### config.mk
export PLATFORM = sky130hd
export DESIGN_NAME = seven_segment_display_frame_builder_core
export DESIGN_NICKNAME = d
export VERILOG_FILES = /design/src/rtl/core/ssdfb_pkg.sv /design/src/rtl/core/ssdfb_queue.sv /design/src/rtl/core/ssdfb_front.sv /design/src/rtl/core/ssdfb_back.sv /design/src/rtl/core/seven_segment_display_frame_builder_core.sv
export SDC_FILE = /design/constraint.sdc
export NUM_CORES = 1
export LEC_CHECK = 0
export ABC_AREA = 1
export BUFFER_PORTS_ARGS = -buffer_cell sky130_fd_sc_hd__buf_2
export CAP_MARGIN = 10
export CORE_UTILIZATION = 29
export CTS_CLUSTER_SIZE = 20
export DETAILED_ROUTE_END_ITERATION = 6
export SYNTH_ARGS = -nofsm -noshare
export SYNTH_HDL_FRONTEND = slang
export SYNTH_SLANG_ARGS = --single-unit
export TNS_END_PERCENT = 10
### constraint.sdc
create_clock -name clock -period 3.34 [get_ports clock]
set_input_delay 0.668 -clock clock [delete_from_list [all_inputs] [get_ports clock]]
set_output_delay 0.668 -clock clock [all_outputs]
set_load 0.02 [all_outputs]
### src/rtl/core/ssdfb_pkg.sv
// shared types, codes and font tables for the seven-segment frame builder
// no dependencies; imported by every module of the block

package ssdfb_pkg;

   // command codes on the request channel
   localparam logic [2:0] ACT_SET_CHAR       = 3'd0;
   localparam logic [2:0] ACT_SET_SEGMENTS   = 3'd1;
   localparam logic [2:0] ACT_CLEAR          = 3'd2;
   localparam logic [2:0] ACT_CLEAR_ALL      = 3'd3;
   localparam logic [2:0] ACT_UPDATE_ALL     = 3'd4;
   localparam logic [2:0] ACT_SET_BRIGHTNESS = 3'd5;
   localparam logic [2:0] ACT_SET_CUSTOM     = 3'd6;

   // status codes
   localparam logic [1:0] STAT_OK      = 2'd0;
   localparam logic [1:0] STAT_BAD_POS = 2'd1;
   localparam logic [1:0] STAT_BAD_MAP = 2'd2;

   // back-end operation codes carried through the queue
   localparam logic [2:0] OP_DIGIT      = 3'd0;
   localparam logic [2:0] OP_CLEAR_ALL  = 3'd1;
   localparam logic [2:0] OP_UPDATE_ALL = 3'd2;
   localparam logic [2:0] OP_SYSTEM     = 3'd3;
   localparam logic [2:0] OP_STATUS     = 3'd4;

   // frame constants
   localparam logic [7:0] DIGIT_BASE  = 8'h68;
   localparam logic [7:0] SYSTEM_BYTE = 8'h48;
   localparam logic [2:0] DISPLAY_ON  = 3'b001;
   localparam logic [5:0] LETTER_SLOT = 6'd16;

   // digit index wide enough for the largest display
   localparam int DIGIT_W     = 3;
   localparam int SLOT_W      = 6;
   localparam int QUEUE_DEPTH = 2;

   typedef struct packed {
      logic [2:0] action;
      logic [7:0] position;
      logic [7:0] char_code;
      logic [7:0] segments;
      logic [7:0] level;
      logic [7:0] map_index;
   } req_type;

   typedef struct packed {
      logic       sends;
      logic [7:0] first_byte;
      logic [7:0] second_byte;
      logic [1:0] status;
      logic       last;
   } rsp_type;

   // classified command between front and back
   typedef struct packed {
      logic [2:0]         op;
      logic [DIGIT_W-1:0] digit;
      logic [7:0]         data;
      logic [1:0]         status;
   } cmd_type;

   // how a character code renders
   typedef struct packed {
      logic              use_map;
      logic [SLOT_W-1:0] slot;
      logic [7:0]        dflt;
   } glyph_type;

   function automatic logic [7:0] font_digit(input logic [3:0] d);
      logic [7:0] g;
      case (d)
         4'd0: g = 8'h3F;
         4'd1: g = 8'h06;
         4'd2: g = 8'h5B;
         4'd3: g = 8'h4F;
         4'd4: g = 8'h66;
         4'd5: g = 8'h6D;
         4'd6: g = 8'h7D;
         4'd7: g = 8'h07;
         4'd8: g = 8'h7F;
         4'd9: g = 8'h6F;
         default: g = 8'h00;
      endcase
      return g;
   endfunction

   function automatic logic [7:0] font_special(input logic [2:0] s);
      logic [7:0] g;
      case (s)
         3'd0: g = 8'h80;
         3'd1: g = 8'h40;
         3'd2: g = 8'h20;
         3'd3: g = 8'h10;
         3'd4: g = 8'h08;
         default: g = 8'h00;
      endcase
      return g;
   endfunction

   function automatic logic [7:0] font_letter(input logic [4:0] l);
      logic [7:0] g;
      case (l)
         5'd0:  g = 8'h77;
         5'd1:  g = 8'h7C;
         5'd2:  g = 8'h39;
         5'd3:  g = 8'h5E;
         5'd4:  g = 8'h79;
         5'd5:  g = 8'h71;
         5'd6:  g = 8'h3D;
         5'd7:  g = 8'h76;
         5'd8:  g = 8'h06;
         5'd9:  g = 8'h1E;
         5'd10: g = 8'h75;
         5'd11: g = 8'h38;
         5'd12: g = 8'h15;
         5'd13: g = 8'h37;
         5'd14: g = 8'h3F;
         5'd15: g = 8'h73;
         5'd16: g = 8'h67;
         5'd17: g = 8'h33;
         5'd18: g = 8'h6D;
         5'd19: g = 8'h78;
         5'd20: g = 8'h3E;
         5'd21: g = 8'h3E;
         5'd22: g = 8'h1D;
         5'd23: g = 8'h76;
         5'd24: g = 8'h6E;
         5'd25: g = 8'h5B;
         default: g = 8'h00;
      endcase
      return g;
   endfunction

   // digits, then specials, then letters in three ranges, else blank
   function automatic glyph_type classify_glyph(input logic [7:0] code);
      glyph_type  g;
      logic [4:0] li;
      g  = '0;
      li = '0;
      if (code <= 8'd9) begin
         g.dflt = font_digit(code[3:0]);
      end else if (code <= 8'd14) begin
         g.use_map = 1'b1;
         g.slot    = SLOT_W'(code - 8'd10);
         g.dflt    = font_special(3'(code - 8'd10));
      end else if (code >= 8'd65 && code <= 8'd90) begin
         li        = 5'(code - 8'd65);
         g.use_map = 1'b1;
         g.slot    = LETTER_SLOT + SLOT_W'(li);
         g.dflt    = font_letter(li);
      end else if (code >= 8'd97 && code <= 8'd122) begin
         li        = 5'(code - 8'd97);
         g.use_map = 1'b1;
         g.slot    = LETTER_SLOT + SLOT_W'(li);
         g.dflt    = font_letter(li);
      end else if (code >= 8'd20 && code <= 8'd45) begin
         li        = 5'(code - 8'd20);
         g.use_map = 1'b1;
         g.slot    = LETTER_SLOT + SLOT_W'(li);
         g.dflt    = font_letter(li);
      end
      return g;
   endfunction

   function automatic logic [7:0] digit_addr(input logic [DIGIT_W-1:0] i);
      return DIGIT_BASE + 8'({i, 1'b0});
   endfunction

endpackage

### src/rtl/core/ssdfb_queue.sv
// two-entry command queue between front and back
// depends on ssdfb_pkg for cmd_type and the queue depth

module ssdfb_queue
   import ssdfb_pkg::*;
(
   input  logic    clock,
   input  logic    reset,
   input  logic    push,
   input  cmd_type push_data,
   input  logic    pop,
   output cmd_type pop_data,
   output logic    full,
   output logic    empty
);

   localparam int PTR_W = (QUEUE_DEPTH > 1) ? $clog2(QUEUE_DEPTH) : 1;
   localparam int CNT_W = $clog2(QUEUE_DEPTH + 1);

   cmd_type            entry_ff [QUEUE_DEPTH];
   logic [PTR_W-1:0]   wr_ptr_ff, wr_ptr_in;
   logic [PTR_W-1:0]   rd_ptr_ff, rd_ptr_in;
   logic [CNT_W-1:0]   count_ff,  count_in;

   assign full     = (count_ff == CNT_W'(QUEUE_DEPTH));
   assign empty    = (count_ff == '0);
   assign pop_data = entry_ff[rd_ptr_ff];

   // pointer and fill bookkeeping
   always_comb begin
      wr_ptr_in = wr_ptr_ff;
      rd_ptr_in = rd_ptr_ff;
      count_in  = count_ff;
      if (push) begin
         wr_ptr_in = (wr_ptr_ff == PTR_W'(QUEUE_DEPTH - 1)) ? '0 : wr_ptr_ff + 1'b1;
      end
      if (pop) begin
         rd_ptr_in = (rd_ptr_ff == PTR_W'(QUEUE_DEPTH - 1)) ? '0 : rd_ptr_ff + 1'b1;
      end
      if (push && !pop) begin
         count_in = count_ff + 1'b1;
      end else if (pop && !push) begin
         count_in = count_ff - 1'b1;
      end
   end

   always_ff @(posedge clock) begin
      if (reset) begin
         wr_ptr_ff <= '0;
         rd_ptr_ff <= '0;
         count_ff  <= '0;
      end else begin
         wr_ptr_ff <= wr_ptr_in;
         rd_ptr_ff <= rd_ptr_in;
         count_ff  <= count_in;
      end
   end

   // entry storage
   always_ff @(posedge clock) begin
      if (push) begin
         entry_ff[wr_ptr_ff] <= push_data;
      end
   end

endmodule

### src/rtl/core/ssdfb_front.sv
// front end: accepts commands, checks them, owns the custom glyph map and
// resolves glyphs; depends on ssdfb_pkg

module ssdfb_front
   import ssdfb_pkg::*;
#(
   parameter int DIGIT_COUNT    = 4,
   parameter int CUSTOM_ENTRIES = 64
) (
   input  logic    clock,
   input  logic    reset,
   input  logic    start,
   input  req_type req_data,
   output logic    busy,
   input  logic    q_full,
   output logic    q_push,
   output cmd_type q_data
);

   localparam int MAP_AW = $clog2(CUSTOM_ENTRIES);

   logic                      accept;
   logic                      pos_ok;
   logic                      idx_ok;
   logic                      map_wr;
   glyph_type                 glyph;
   logic [MAP_AW-1:0]         rd_addr;
   logic [MAP_AW-1:0]         wr_addr;

   logic                      pend_ff,    pend_in;
   logic [2:0]                op_ff,      op_in;
   logic [DIGIT_W-1:0]        digit_ff,   digit_in;
   logic [7:0]                byte_ff,    byte_in;
   logic [1:0]                stat_ff,    stat_in;
   logic                      use_map_ff, use_map_in;

   logic [7:0]                map_mem [CUSTOM_ENTRIES];
   logic [CUSTOM_ENTRIES-1:0] map_vld_ff;
   logic [7:0]                map_rd_ff;
   logic                      map_vld_rd_ff;

   assign busy    = pend_ff && q_full;
   assign accept  = start && !busy;
   assign q_push  = pend_ff && !q_full;

   assign pos_ok  = (req_data.position != 8'd0) &&
                    (req_data.position <= 8'(DIGIT_COUNT));
   assign idx_ok  = ({1'b0, req_data.map_index} < 9'(CUSTOM_ENTRIES));
   assign glyph   = classify_glyph(req_data.char_code);
   assign rd_addr = MAP_AW'(glyph.slot);
   assign wr_addr = req_data.map_index[MAP_AW-1:0];
   assign map_wr  = accept && (req_data.action == ACT_SET_CUSTOM) && idx_ok;

   // classify the command at transfer
   always_comb begin
      op_in      = OP_STATUS;
      digit_in   = DIGIT_W'(req_data.position - 8'd1);
      byte_in    = '0;
      stat_in    = STAT_OK;
      use_map_in = 1'b0;
      case (req_data.action)
         ACT_SET_CHAR, ACT_SET_SEGMENTS, ACT_CLEAR: begin
            if (!pos_ok) begin
               stat_in = STAT_BAD_POS;
            end else begin
               op_in = OP_DIGIT;
               if (req_data.action == ACT_SET_CHAR) begin
                  byte_in    = glyph.dflt;
                  use_map_in = glyph.use_map;
               end else if (req_data.action == ACT_SET_SEGMENTS) begin
                  byte_in = req_data.segments;
               end
            end
         end
         ACT_CLEAR_ALL: begin
            op_in = OP_CLEAR_ALL;
         end
         ACT_UPDATE_ALL: begin
            op_in = OP_UPDATE_ALL;
         end
         ACT_SET_BRIGHTNESS: begin
            op_in   = OP_SYSTEM;
            byte_in = {2'b00,
                       (req_data.level > 8'd7) ? 3'd7 : req_data.level[2:0],
                       DISPLAY_ON};
         end
         ACT_SET_CUSTOM: begin
            stat_in = idx_ok ? STAT_OK : STAT_BAD_MAP;
         end
         default: begin
            stat_in = STAT_OK;
         end
      endcase
   end

   // holding stage
   always_comb begin
      pend_in = pend_ff;
      if (accept) begin
         pend_in = 1'b1;
      end else if (q_push) begin
         pend_in = 1'b0;
      end
   end

   always_ff @(posedge clock) begin
      if (reset) begin
         pend_ff <= 1'b0;
      end else begin
         pend_ff <= pend_in;
      end
   end

   always_ff @(posedge clock) begin
      if (accept) begin
         op_ff      <= op_in;
         digit_ff   <= digit_in;
         byte_ff    <= byte_in;
         stat_ff    <= stat_in;
         use_map_ff <= use_map_in;
      end
   end

   // custom map storage, registered read
   always_ff @(posedge clock) begin
      if (map_wr) begin
         map_mem[wr_addr] <= req_data.segments;
      end
      if (accept) begin
         map_rd_ff <= map_mem[rd_addr];
      end
   end

   // map entries read as zero until written
   always_ff @(posedge clock) begin
      if (reset) begin
         map_vld_ff    <= '0;
         map_vld_rd_ff <= 1'b0;
      end else begin
         if (map_wr) begin
            map_vld_ff[wr_addr] <= 1'b1;
         end
         if (accept) begin
            map_vld_rd_ff <= map_vld_ff[rd_addr];
         end
      end
   end

   // nonzero custom entry overrides the built-in glyph
   always_comb begin
      q_data        = '0;
      q_data.op     = op_ff;
      q_data.digit  = digit_ff;
      q_data.status = stat_ff;
      q_data.data   = (use_map_ff && map_vld_rd_ff && (map_rd_ff != 8'd0)) ?
                      map_rd_ff : byte_ff;
   end

endmodule

### src/rtl/core/ssdfb_back.sv
// back end: owns the digit buffer and emits one result per cycle
// depends on ssdfb_pkg

module ssdfb_back
   import ssdfb_pkg::*;
#(
   parameter int DIGIT_COUNT = 4
) (
   input  logic    clock,
   input  logic    reset,
   input  logic    q_empty,
   input  cmd_type q_data,
   output logic    q_pop,
   output logic    rsp_strobe,
   output rsp_type rsp_data
);

   localparam int DIG_AW = (DIGIT_COUNT > 1) ? $clog2(DIGIT_COUNT) : 1;

   logic [7:0]        digit_buf_ff [DIGIT_COUNT];
   logic              run_ff,    run_in;
   logic [DIG_AW-1:0] cnt_ff,    cnt_in;
   logic              strobe_ff, strobe_in;
   rsp_type           rsp_ff,    rsp_in;
   logic [DIG_AW-1:0] rd_idx;
   logic [DIG_AW-1:0] wr_idx;
   logic              wr_en;
   logic              clr_all;

   assign q_pop      = !run_ff && !q_empty;
   assign rd_idx     = run_ff ? cnt_ff : '0;
   assign wr_idx     = q_data.digit[DIG_AW-1:0];
   assign rsp_strobe = strobe_ff;
   assign rsp_data   = rsp_ff;

   // frame selection
   always_comb begin
      run_in    = run_ff;
      cnt_in    = cnt_ff;
      strobe_in = 1'b0;
      rsp_in    = '0;
      wr_en     = 1'b0;
      clr_all   = 1'b0;
      if (run_ff) begin
         // remaining frames of a whole-display command
         strobe_in          = 1'b1;
         rsp_in.sends       = 1'b1;
         rsp_in.first_byte  = digit_addr(DIGIT_W'(rd_idx));
         rsp_in.second_byte = digit_buf_ff[rd_idx];
         rsp_in.last        = (cnt_ff == DIG_AW'(DIGIT_COUNT - 1));
         cnt_in             = cnt_ff + 1'b1;
         if (rsp_in.last) begin
            run_in = 1'b0;
         end
      end else if (q_pop) begin
         strobe_in = 1'b1;
         case (q_data.op)
            OP_DIGIT: begin
               wr_en              = 1'b1;
               rsp_in.sends       = 1'b1;
               rsp_in.first_byte  = digit_addr(q_data.digit);
               rsp_in.second_byte = q_data.data;
               rsp_in.last        = 1'b1;
            end
            OP_CLEAR_ALL, OP_UPDATE_ALL: begin
               clr_all            = (q_data.op == OP_CLEAR_ALL);
               rsp_in.sends       = 1'b1;
               rsp_in.first_byte  = digit_addr(DIGIT_W'(rd_idx));
               rsp_in.second_byte = clr_all ? 8'd0 : digit_buf_ff[rd_idx];
               rsp_in.last        = (DIGIT_COUNT == 1);
               if (DIGIT_COUNT > 1) begin
                  run_in = 1'b1;
                  cnt_in = DIG_AW'(1);
               end
            end
            OP_SYSTEM: begin
               rsp_in.sends       = 1'b1;
               rsp_in.first_byte  = SYSTEM_BYTE;
               rsp_in.second_byte = q_data.data;
               rsp_in.last        = 1'b1;
            end
            default: begin
               rsp_in.status = q_data.status;
               rsp_in.last   = 1'b1;
            end
         endcase
      end
   end

   // sequencer and strobe
   always_ff @(posedge clock) begin
      if (reset) begin
         run_ff    <= 1'b0;
         cnt_ff    <= '0;
         strobe_ff <= 1'b0;
      end else begin
         run_ff    <= run_in;
         cnt_ff    <= cnt_in;
         strobe_ff <= strobe_in;
      end
   end

   always_ff @(posedge clock) begin
      rsp_ff <= rsp_in;
   end

   // digit buffer
   always_ff @(posedge clock) begin
      if (reset) begin
         for (int i = 0; i < DIGIT_COUNT; i++) begin
            digit_buf_ff[i] <= '0;
         end
      end else if (clr_all) begin
         for (int i = 0; i < DIGIT_COUNT; i++) begin
            digit_buf_ff[i] <= '0;
         end
      end else if (wr_en) begin
         digit_buf_ff[wr_idx] <= q_data.data;
      end
   end

endmodule

### src/rtl/core/seven_segment_display_frame_builder_core.sv
// a command passes the front holding stage, command queue and result register
// throughput: one single-frame command per cycle while busy is low; clear_all
// and update_all hold the back end for DIGIT_COUNT frames, one frame per cycle
// busy rises only while the command queue and front holding stage are full
// reset clears the digit buffer and the custom map valid bits at once
// results cannot be stalled by the receiver

module seven_segment_display_frame_builder_core
   import ssdfb_pkg::*;
#(
   parameter int DIGIT_COUNT    = 4,
   parameter int CUSTOM_ENTRIES = 64
) (
   input  logic    clock,
   input  logic    reset,
   input  logic    start,
   input  req_type req_data,
   output logic    busy,
   output logic    rsp_strobe,
   output rsp_type rsp_data
);

   logic    q_push;
   logic    q_pop;
   logic    q_full;
   logic    q_empty;
   cmd_type q_wr_data;
   cmd_type q_rd_data;

   // command intake and glyph resolution
   ssdfb_front #(
      .DIGIT_COUNT    (DIGIT_COUNT),
      .CUSTOM_ENTRIES (CUSTOM_ENTRIES)
   ) u_front (
      .clock    (clock),
      .reset    (reset),
      .start    (start),
      .req_data (req_data),
      .busy     (busy),
      .q_full   (q_full),
      .q_push   (q_push),
      .q_data   (q_wr_data)
   );

   // decoupling queue
   ssdfb_queue u_queue (
      .clock     (clock),
      .reset     (reset),
      .push      (q_push),
      .push_data (q_wr_data),
      .pop       (q_pop),
      .pop_data  (q_rd_data),
      .full      (q_full),
      .empty     (q_empty)
   );

   // frame generation
   ssdfb_back #(
      .DIGIT_COUNT (DIGIT_COUNT)
   ) u_back (
      .clock      (clock),
      .reset      (reset),
      .q_empty    (q_empty),
      .q_data     (q_rd_data),
      .q_pop      (q_pop),
      .rsp_strobe (rsp_strobe),
      .rsp_data   (rsp_data)
   );

   // a result without a frame carries zero bytes and closes its command
   assert property (@(posedge clock) disable iff (reset)
      rsp_strobe && !rsp_data.sends |->
         rsp_data.last && rsp_data.first_byte == 8'd0 && rsp_data.second_byte == 8'd0)
      else $error("frameless result not closed or not zeroed");

   // error status never comes with a frame
   assert property (@(posedge clock) disable iff (reset)
      rsp_strobe && rsp_data.status != STAT_OK |-> !rsp_data.sends)
      else $error("error status with a frame");

   // only whole-display sequences leave a command open, on digit frames
   assert property (@(posedge clock) disable iff (reset)
      rsp_strobe && !rsp_data.last |=> rsp_strobe && rsp_data.sends &&
         rsp_data.first_byte != SYSTEM_BYTE)
      else $error("open command not followed by a digit frame");

   // the queue is never popped while empty
   assert property (@(posedge clock) disable iff (reset)
      q_pop |-> !q_empty)
      else $error("pop from empty command queue");

endmodule
==> results of run 1 <==
==> final cells by class <==
| cell class | instances | share of cell area, % |
|---|---|---|
| diodes | 1 | 0.00703 |
| clock buffers | 108 | 6.09 |
| clock inverters | 34 | 0.984 |
| inverters | 126 | 1.37 |
| multi-input cells | 1571 | 23.6 |
| flip-flops and latches | 693 | 55.9 |
| well taps | 1357 | 4.77 |
| repair buffers | 312 | 7.29 |
==> where the power goes <==
part	internal, W	switching [W]	total [W]
sequential	0.00966	0.000111	0.00977
clock	0.00501	0.00343	0.00845
combinational	0.000924	0.00184	0.00276
total	0.0156	0.00539	0.0210
==> kinds of logic (layout without fill, tap and decap cells) <==
kind of cell	Yosys count	in the layout	synth area share, %
muxes	11	11	0.373
and+or+nand+nor	1002	1002	15.4
adders and majority gates	21	21	0.889
other	1	3	0.0127
buffers and inverters	269	580	4.35
DFF	693	693	67.3
AOI/OAI and AO/OA	530	530	11.5
xor gates and xnor gates	5	5	0.148
==> critical path: cells and delay by family <==
| family | cells | cell delay (ps) |
|---|---|---|
| AO/OA/AOI/OAI | 2 | 280 |
| adder cells (fa/ha/maj) | 1 | 270 |
| buffers and inverters | 5 | 900 |
| AND/OR/NAND/NOR | 10 | 1200 |
==> layout by cell type (no fill, tap or decap), drive strengths merged, types with 7 or more instances in the layout <==
cell / instances
nand2: 191
o211ai: 257
buf: 312
clkbuf: 108
nand3: 207
inv: 124
edfxtp: 601
mux2i: 11
dfxtp: 92
nor3: 19
o22ai: 18
clkinv: 29
or2: 135
o21ai: 196
a21oi: 36
a31oi: 7
ha: 21
nand3b: 15
nor2: 426
==> state kept, by name (all words and copies together) (netlist names), 8 cells and up, named ones only <==
name / cells
u_back.digit_buf_ff: 32
u_back.rsp_data: 17
u_front.byte_ff: 8
u_front.map_mem: 512
u_front.map_rd_ff: 8
u_front.map_vld_ff: 64
u_queue.entry_ff: 32
==> metrics by stage <==
step	setup TNS, ps	std cells	power (W)	util, %	setup WS (ps)
2_1_floorplan	0	2533	0.0115	-	215
3_3_place_gp	-550	4059	0.0127	32.9	-129
3_5_place_dp	-768	4059	0.0127	32.9	-152
4_1_cts	0	4201	0.0211	35.4	474
5_1_grt	0	4201	0.0217	35.4	243
6_report	0	4202	0.0210	35.4	437
==> worst max-delay path by stage <==
| stage | to | slack (ps) | from | cells after the start |
|---|---|---|---|---|
| final | u_front.map_rd_ff[6]$_DFFE_PP_ | 440 | req_data[26] | 18 |
| after global routing | u_back.digit_buf_ff[3][1]$_SDFFCE_PN0P_ | 240 | register | 11 |
| after CTS | u_front.map_rd_ff[6]$_DFFE_PP_ | 470 | req_data[26] | 18 |
| after detailed placement | u_front.map_rd_ff[0]$_DFFE_PP_ | -150 | req_data[26] | 18 |
| after global placement | u_front.map_rd_ff[6]$_DFFE_PP_ | -130 | req_data[26] | 18 |
| after floorplan | u_front.map_rd_ff[6]$_DFFE_PP_ | 220 | req_data[25] | 19 |
==> routing by layer <==
metal	GRT usage, %	vias to the layer above	part of all wire, %
met1	20.5	10000	43
met5	0	-	0.026
li1	-	9687	-
met3	2.54	126	6.0
met4	4.54	4	2.3
met2	26.7	623	48
==> impl_metrics.py, run 1 <==
metrics = {
    "outcome": {
        "status": "completed",
    },
    "floorplan": {
        "initial_core_util_pct": 29.4,
        "ios": 68,
        "core_mm2": 0.101,
        "die_area_mm2": 0.103,
        "rows": 116,
        "die_h_um": 321,
        "die_w_um": 321,
    },
    "cts": {
        "cts_setup_buffers": 0,
        "cts_root_buf": "clkbuf_16",
        "ctsHtreeMaxLevel": 3,
        "numCtsBuffers": 77,
        "cts_resized": 0,
        "max-clock-path-buffers": 3,
        "ctsHoldBuffers": 0,
        "clk_latency_ps": 630,
        "cts_tree": "built",
        "clk_pin_slew_worst_paths_ps": 60,
        "cts.sinks": 693,
    },
    "synthesis": {
        "synth-seq-area-share_pct": 67.3,
        "netlist_instances": 2532,
        "yosysWarningCount": 0,
        "synth_top_cell_by_area": "edfxtp_1",
        "synth_commonest_cells": "edfxtp_1, nor2_1, o211ai_1, nand3_1, nand2_1",
        "yosysUniqueCellTypes": 52,
        "synth.most_common_cell": "edfxtp_1",
        "synth_edf_count": 601,
        "synthFlopType": "edfxtp_1",
        "netlist_area_mm2": 0.0296,
        "synthArstFlopShare_pct": 0,
        "ys_ff_latch": 693,
        "synth_area_leaders": "edfxtp_1, o211ai_1, dfxtp_1",
        "synth_top_area_share_pct": 61.1,
        "synth.avg_cell_area_um2": 11.7,
    },
    "min_path": {
        "hold_start": "req_data[32]",
        "min_to": "u_front.digit_ff[0]$_DFFE_PP_",
        "hold_depth": 2,
        "hold_class": "in2reg",
    },
    "setup_path": {
        "cp-start-kind": "primary input",
        "worstReg2RegEnd": "u_back.digit_buf_ff[3][4]$_SDFFCE_PN0P_",
        "cp_cell_sequence": "buf_2 > clkinv_1 > ha_1 > nand2_1 > nand2_1 > nand3_1 > nand2_4 > nand2_4 > nand2_8 > inv_8 > buf_12 > buf_4 > o21ai_0 > o211ai_1 > nand3_1 > nand3_1 > nand3_1 > nand2_1",
        "cp_slowest_cell": "ha_1",
        "reg2regPathDepth": 11,
        "cp.arrival_ps": 3380,
        "slowest_delay_ps": 270,
        "crit_path_max_fanout": 32,
        "path_class": "in2reg",
        "regToRegSetupSlack_ps": 510,
        "end_kind": "register",
        "critPathRequiredTime_ps": 3810,
        "cp_common_cell": "nand3_1",
    },
    "timing": {
        "hold_ws_ps": 342,
        "setup-violations-final": 0,
        "post-route-period-util_pct": 86.9,
        "fmax_mhz": 345,
        "period_needed_ps": 2900,
        "clock_skew_ps": 20.9,
        "tightest_slew_ps": 961,
        "maxSlewHeadroom_pct": 35.7,
        "hold_violations": 0,
        "rsz0062_at_grt": "no",
        "drv_slew": 0,
    },
    "grt": {
        "grt_start_max_net_pins": 66,
        "gr-total-overflow": 0,
        "antenna_found_initial": 3,
        "grt_pass1_vias": 20200,
        "grt_first_pass_wirelength_um": 124000,
        "grt_use_total_pct": 15.7,
    },
    "cells_and_area": {
        "multi_input_area_mm2": 0.00841,
        "fill_cells": 9790,
        "layout-drive-gt1-share_pct": 17.5,
        "area_growth_pct": 20.4,
        "design_area_mm2": 0.0356,
        "register_area_mm2": 0.0199,
        "fin_nets": 2848,
    },
    "route": {
        "wl_per_cell_um": 19.6,
        "final_antenna_net_count": 0,
        "totalWireLength_um": 82200,
        "firstDrtPassIters": 5,
        "drt-initial-drc-count": 1848,
        "drc": 0,
        "dr_total_vias": 20400,
        "via_per_inst": 4.87,
    },
    "placement": {
        "io_buffers": 65,
        "hpwl_um": 54500,
        "dpl_cell_area_mm2": 0.0331,
        "place_congestion": 0.888,
    },
    "pwr": {
        "peakVddDrop_mv": 0.345,
        "powerDensity_mw_per_mm2": 589,
        "p_leak_nw": 12.3,
    },
    "run": {
        "cap_violations": 0,
    },
}
Note: power is estimated with default switching activity, not from simulation.
==> run 2, diff against run 1 <==
- CORE_MARGIN: not set -> 2
- RECOVER_POWER: not set -> 50
==> impl_metrics.py, run 2 (synthesis results as in run 1) <==
metrics = {
    "route": {
        "final_antenna_net_count": 0,
        "via_per_inst": 4.88,
        "firstDrtPassIters": 5,
        "wl_per_cell_um": 19.4,
        "totalWireLength_um": 81800,
        "drc": 0,
        "dr_total_vias": 20600,
        "drt-initial-drc-count": 2180,
    },
    "cts": {
        "cts_setup_buffers": 0,
        "max-clock-path-buffers": 3,
        "cts_resized": 0,
        "cts_root_buf": "clkbuf_16",
        "numCtsBuffers": 72,
        "ctsHtreeMaxLevel": 3,
        "cts_tree": "built",
        "cts.sinks": 693,
        "clk_pin_slew_worst_paths_ps": 60,
        "clk_latency_ps": 640,
        "ctsHoldBuffers": 0,
    },
    "pwr": {
        "p_sw_share_pct": 25.9,
        "p_sw_w": 0.00536,
        "clockPowerShare_pct": 39.6,
        "peakVddDrop_mv": 0.347,
        "internal-power_w": 0.0153,
        "powerDensity_mw_per_mm2": 584,
        "seqPwrFrac_pct": 47.3,
        "p_leak_nw": 12.1,
        "pwr-share-comb_pct": 13.1,
        "power_w": 0.0207,
    },
    "grt": {
        "antenna_found_initial": 4,
        "grt_start_max_net_pins": 61,
        "grt_use_total_pct": 15.4,
        "gr-total-overflow": 0,
        "grt_first_pass_wirelength_um": 123000,
        "grt_pass1_vias": 20100,
    },
    "cells_and_area": {
        "final_cell_mix": "edfxtp_1, nor2_1, o211ai_1",
        "utilization_pct": 34.9,
        "area_growth_pct": 19.9,
        "fill_cells": 9993,
        "largest_reg_flops": 512,
        "multi_input_area_mm2": 0.00840,
        "layout-drive-gt1-share_pct": 15.8,
        "reg_top3": "u_front.map_mem x512, u_front.map_vld_ff x64",
        "fin_nets": 2859,
        "top_register": "u_front.map_mem",
        "register_area_mm2": 0.0199,
        "layout_commonest_cell": "edfxtp_1",
        "design_area_mm2": 0.0354,
    },
    "timing": {
        "hold_violations": 0,
        "fmax_mhz": 317,
        "setup-violations-final": 0,
        "clock_skew_ps": 39.9,
        "post-route-period-util_pct": 94.5,
        "hold_ws_ps": 386,
        "rsz0062_at_grt": "no",
        "tightest_slew_ps": 2450,
        "period_needed_ps": 3160,
        "drv_slew": 320,
        "fin_tns_setup_ps": 0,
        "maxSlewHeadroom_pct": -63.5,
    },
    "setup_path": {
        "critPathRequiredTime_ps": 3460,
        "cp-start-kind": "primary input",
        "startpoint": "req_data[21]",
        "cp_common_cell": "clkbuf_1",
        "cp_top_family": "buffers and inverters",
        "crit_path_max_fanout": 36,
        "worstReg2RegEnd": "u_front.map_mem[56][1]$_DFFE_PP_",
        "cp_slowest_cell": "clkbuf_1",
        "timing.rr.start": "u_queue.count_ff[1]$_SDFFE_PP0P_",
        "cp.depth": 2,
        "critPathCapture": "u_front.map_mem[15][5]$_DFFE_PP_",
        "end_kind": "register",
        "slowest_delay_ps": 1510,
        "regToRegSetupSlack_ps": 400,
        "path_buf_inv": 2,
        "path_class": "in2reg",
        "cp.arrival_ps": 3280,
        "cp_cell_sequence": "clkbuf_1 > clkbuf_1",
        "reg2regPathDepth": 10,
    },
    "floorplan": {
        "ios": 68,
        "rows": 117,
        "initial_core_util_pct": 29.1,
        "die_h_um": 323,
        "die_w_um": 323,
        "core_mm2": 0.101,
        "die_area_mm2": 0.104,
    },
    "placement": {
        "place_congestion": 0.857,
        "hpwl_um": 54000,
        "io_buffers": 65,
        "dpl_cell_area_mm2": 0.0332,
    },
    "min_path": {
        "hold_class": "in2reg",
    },
    "outcome": {
        "status": "finished, violations left",
        "violations": "capacitance limit, slew limit",
    },
    "run": {
        "cap_violations": 9,
    },
}
run 2: cell types whose count changed in the layout (fill, tap and decap cells not counted), sizes merged:
cell,delta
bufinv,+1
clkbuf,+50
buf,-44
run 2: area by class of cell:
class / instances / share of cell area (%)
multi-input cells: 1571 / 23.7
diodes: 1 / 0.00706
inverters: 126 / 1.37
flip-flops and latches: 693 / 56.1
clock buffers: 98 / 5.61
well taps: 1368 / 4.83
repair buffers: 328 / 7.10
clock inverters: 35 / 1.27
run 2: layer usage:
layer	up-vias	wire, um	GRT usage [%]
met4	2	2140	4.97
met2	673	37800	24.9
met1	10100	36800	21.2
met3	134	5000	2.45
li1	9698	-	-
met5	-	13	0
run 2: stage by stage:
step           std cells  worst slack, ps
6_report            4220              182
5_1_grt             4219             48.0
4_1_cts             4219              387
3_5_place_dp        4086             -267
3_3_place_gp        4086             -261
2_1_floorplan       2533              215
run 2: power by group through the flow:
stage          clock network, W  registers (W)  logic [W]
3_5_place_dp                  0        0.00996    0.00274
3_3_place_gp                  0        0.00995    0.00273
4_1_cts                 0.00833        0.00977    0.00275
5_1_grt                 0.00867        0.00980    0.00296
2_1_floorplan                 0        0.00998    0.00154
6_report                0.00821        0.00978    0.00271
run 2: worst min path at each step:
stage | startpoint | end | slack, ps | cells after the start
after floorplan | u_front.stat_ff[0]$_DFFE_PP_ | u_queue.entry_ff[0][0]$_DFFE_PP_ | 420 | 0
after global placement | u_front.digit_ff[2]$_DFFE_PP_ | u_queue.entry_ff[0][12]$_DFFE_PP_ | 420 | 0
after detailed placement | u_front.op_ff[0]$_DFFE_PP_ | u_queue.entry_ff[0][13]$_DFFE_PP_ | 430 | 0
after CTS | req_data[32] | u_front.digit_ff[0]$_DFFE_PP_ | 360 | 2
after global routing | req_data[32] | u_front.digit_ff[0]$_DFFE_PP_ | 370 | 2
final | req_data[32] | u_front.digit_ff[0]$_DFFE_PP_ | 390 | 2
==> run 3, diff against run 2 <==
- clock period: 3.34 -> 3.5 ns (I/O delays scaled with it)
==> impl_metrics.py, run 3 (synthesis results as in run 1) <==
metrics = {
    "floorplan": {
        "die_area_mm2": 0.104,
        "initial_core_util_pct": 29.1,
        "die_w_um": 323,
        "core_mm2": 0.101,
        "die_h_um": 323,
        "ios": 68,
        "rows": 117,
    },
    "cts": {
        "clk_pin_slew_worst_paths_ps": 60,
        "clk_latency_ps": 650,
        "cts.sinks": 693,
        "cts_root_buf": "clkbuf_16",
        "ctsHtreeMaxLevel": 3,
        "ctsHoldBuffers": 0,
        "cts_setup_buffers": 0,
        "cts_tree": "built",
        "max-clock-path-buffers": 3,
        "numCtsBuffers": 73,
        "cts_resized": 0,
    },
    "pwr": {
        "peakVddDrop_mv": 0.461,
        "powerDensity_mw_per_mm2": 567,
        "p_sw_w": 0.00516,
        "internal-power_w": 0.0147,
        "power_w": 0.0199,
        "p_leak_nw": 11.8,
        "pwr-share-comb_pct": 12.6,
        "seqPwrFrac_pct": 47.1,
        "p_sw_share_pct": 26.0,
        "clockPowerShare_pct": 40.3,
    },
    "setup_path": {
        "path_class": "in2reg",
        "reg2regPathDepth": 11,
        "worstReg2RegEnd": "u_back.digit_buf_ff[0][0]$_SDFFCE_PN0P_",
        "crit_path_max_fanout": 27,
        "cp-start-kind": "primary input",
        "end_kind": "register",
        "cp.arrival_ps": 3740,
        "critPathRequiredTime_ps": 4000,
        "regToRegSetupSlack_ps": 530,
    },
    "timing": {
        "drv_slew": 299,
        "maxSlewHeadroom_pct": -83.9,
        "period_needed_ps": 3240,
        "post-route-period-util_pct": 92.7,
        "worst_slack_ps": 256,
        "hold_violations": 0,
        "hold_ws_ps": 364,
        "clock_skew_ps": 46.7,
        "setup-violations-final": 0,
        "fmax_mhz": 308,
        "tightest_slew_ps": 2760,
        "rsz0062_at_grt": "no",
    },
    "route": {
        "met1_length_um": 35200,
        "dr_total_vias": 20400,
        "drc": 0,
        "totalWireLength_um": 81500,
        "drt-initial-drc-count": 2051,
        "met2_wirelength_um": 38400,
        "firstDrtPassIters": 5,
        "wl_per_cell_um": 19.6,
        "final_antenna_net_count": 0,
        "routed.top_layer": "met5",
        "dr_wl_met3_um": 5630,
        "via_per_inst": 4.89,
    },
    "outcome": {
        "status": "finished, violations left",
        "violations": "capacitance limit, slew limit",
    },
    "min_path": {
        "min_to": "u_front.digit_ff[0]$_DFFE_PP_",
        "hold_depth": 2,
        "hold_start": "req_data[32]",
        "hold_class": "in2reg",
    },
    "grt": {
        "antenna_found_initial": 4,
        "grt_first_pass_wirelength_um": 122000,
        "grt_use_total_pct": 15.4,
        "grt_start_max_net_pins": 61,
        "gr-total-overflow": 0,
        "grt_pass1_vias": 19700,
    },
    "cells_and_area": {
        "fin_nets": 2802,
        "layout-drive-gt1-share_pct": 13.7,
        "final_cell_count_no_fill": 4164,
        "fill_cells": 10000,
        "reg_top3": "u_front.map_mem x512, u_front.map_vld_ff x64",
        "largest_reg_flops": 512,
        "top_register": "u_front.map_mem",
        "area_growth_pct": 18.4,
        "final_cell_mix": "edfxtp_1, nor2_1, o211ai_1",
        "multi_input_area_mm2": 0.00839,
        "utilization_pct": 34.5,
        "register_area_mm2": 0.0199,
        "layout_commonest_cell": "edfxtp_1",
    },
    "placement": {
        "hpwl_um": 53100,
        "dpl.cell_count": 4028,
        "io_buffers": 65,
        "place_congestion": 0.873,
        "post-place-ws_ps": -182,
    },
    "run": {
        "cap_violations": 8,
    },
}
-- run 3: changes by cell type in the layout (fill, tap and decap cells not counted) --
cell	delta
buf_4	-61
clkbuf_8	-7
clkinv_1	+7
clkbuf_1	+3
clkbuf_16	+3
clkbuf_2	-3
buf_12	-2
bufinv_16	+2
a21oi_1	+1
a21oi_4	-1
buf_2	+1
clkinv_4	-1
clkinvlp_4	+1
diode_2	+1
-- run 3: final cells by class --
| type | instances | share of cell area, % |
|---|---|---|
| Clock inverter | 44 | 1.53 |
| Clock buffer | 90 | 5.58 |
| Tap cell | 1368 | 4.89 |
| Timing Repair Buffer | 270 | 5.81 |
| Antenna cell | 2 | 0.0143 |
| Multi-Input combinational cell | 1571 | 24.0 |
| Sequential cell | 693 | 56.8 |
| Inverter | 126 | 1.39 |
-- run 3: power groups by stage --
stage / clock, W / sequential, W / combinational (W)
floorplan: 0 / 0.00952 / 0.00147
global placement: 0 / 0.00950 / 0.00251
detailed placement: 0 / 0.00950 / 0.00253
CTS: 0.00815 / 0.00933 / 0.00254
global route: 0.00846 / 0.00936 / 0.00275
finish: 0.00801 / 0.00934 / 0.00250
-- run 3: critical path: stages --
cell	delay [ps]
buf_2	130
clkinv_1	150
ha_1	280
nand2_1	100
inv_1	50
a21oi_1	290
nand2_4	90
nand2_4	110
nand2_8	120
inv_8	200
buf_12	210
buf_4	170
o21ai_1	60
o211ai_1	250
nand3_1	210
nand3_1	200
nand3_1	250
nand2_1	120
-- run 3: layer usage --
metal | GRT usage, % | vias up
li1 | - | 9592
met1 | 20.5 | 9941
met2 | 25.0 | 692
met3 | 3.22 | 135
met4 | 4.95 | 6
met5 | 0 | -
-- run 3: how the worst max path moves through the flow --
| stage | startpoint | endpoint | slack (ps) | cells after the start |
|---|---|---|---|---|
| floorplan | req_data[25] | u_front.map_rd_ff[6]$_DFFE_PP_ | 340 | 19 |
| global placement | req_data[26] | u_front.map_rd_ff[0]$_DFFE_PP_ | -140 | 18 |
| detailed placement | req_data[26] | u_front.map_rd_ff[0]$_DFFE_PP_ | -180 | 18 |
| CTS | req_data[26] | u_front.map_rd_ff[0]$_DFFE_PP_ | 480 | 18 |
| global route | req_data[26] | u_front.map_rd_ff[1]$_DFFE_PP_ | 110 | 18 |
| finish | req_data[26] | u_front.map_rd_ff[0]$_DFFE_PP_ | 260 | 18 |
-- run 3: per-stage QoR --
| step | area (um^2) | TNS (ps) |
|---|---|---|
| floorplan | 29600 | 0 |
| global placement | 32700 | -493 |
| detailed placement | 32700 | -742 |
| CTS | 35200 | 0 |
| global route | 35000 | 0 |
| finish | 35000 | 0 |
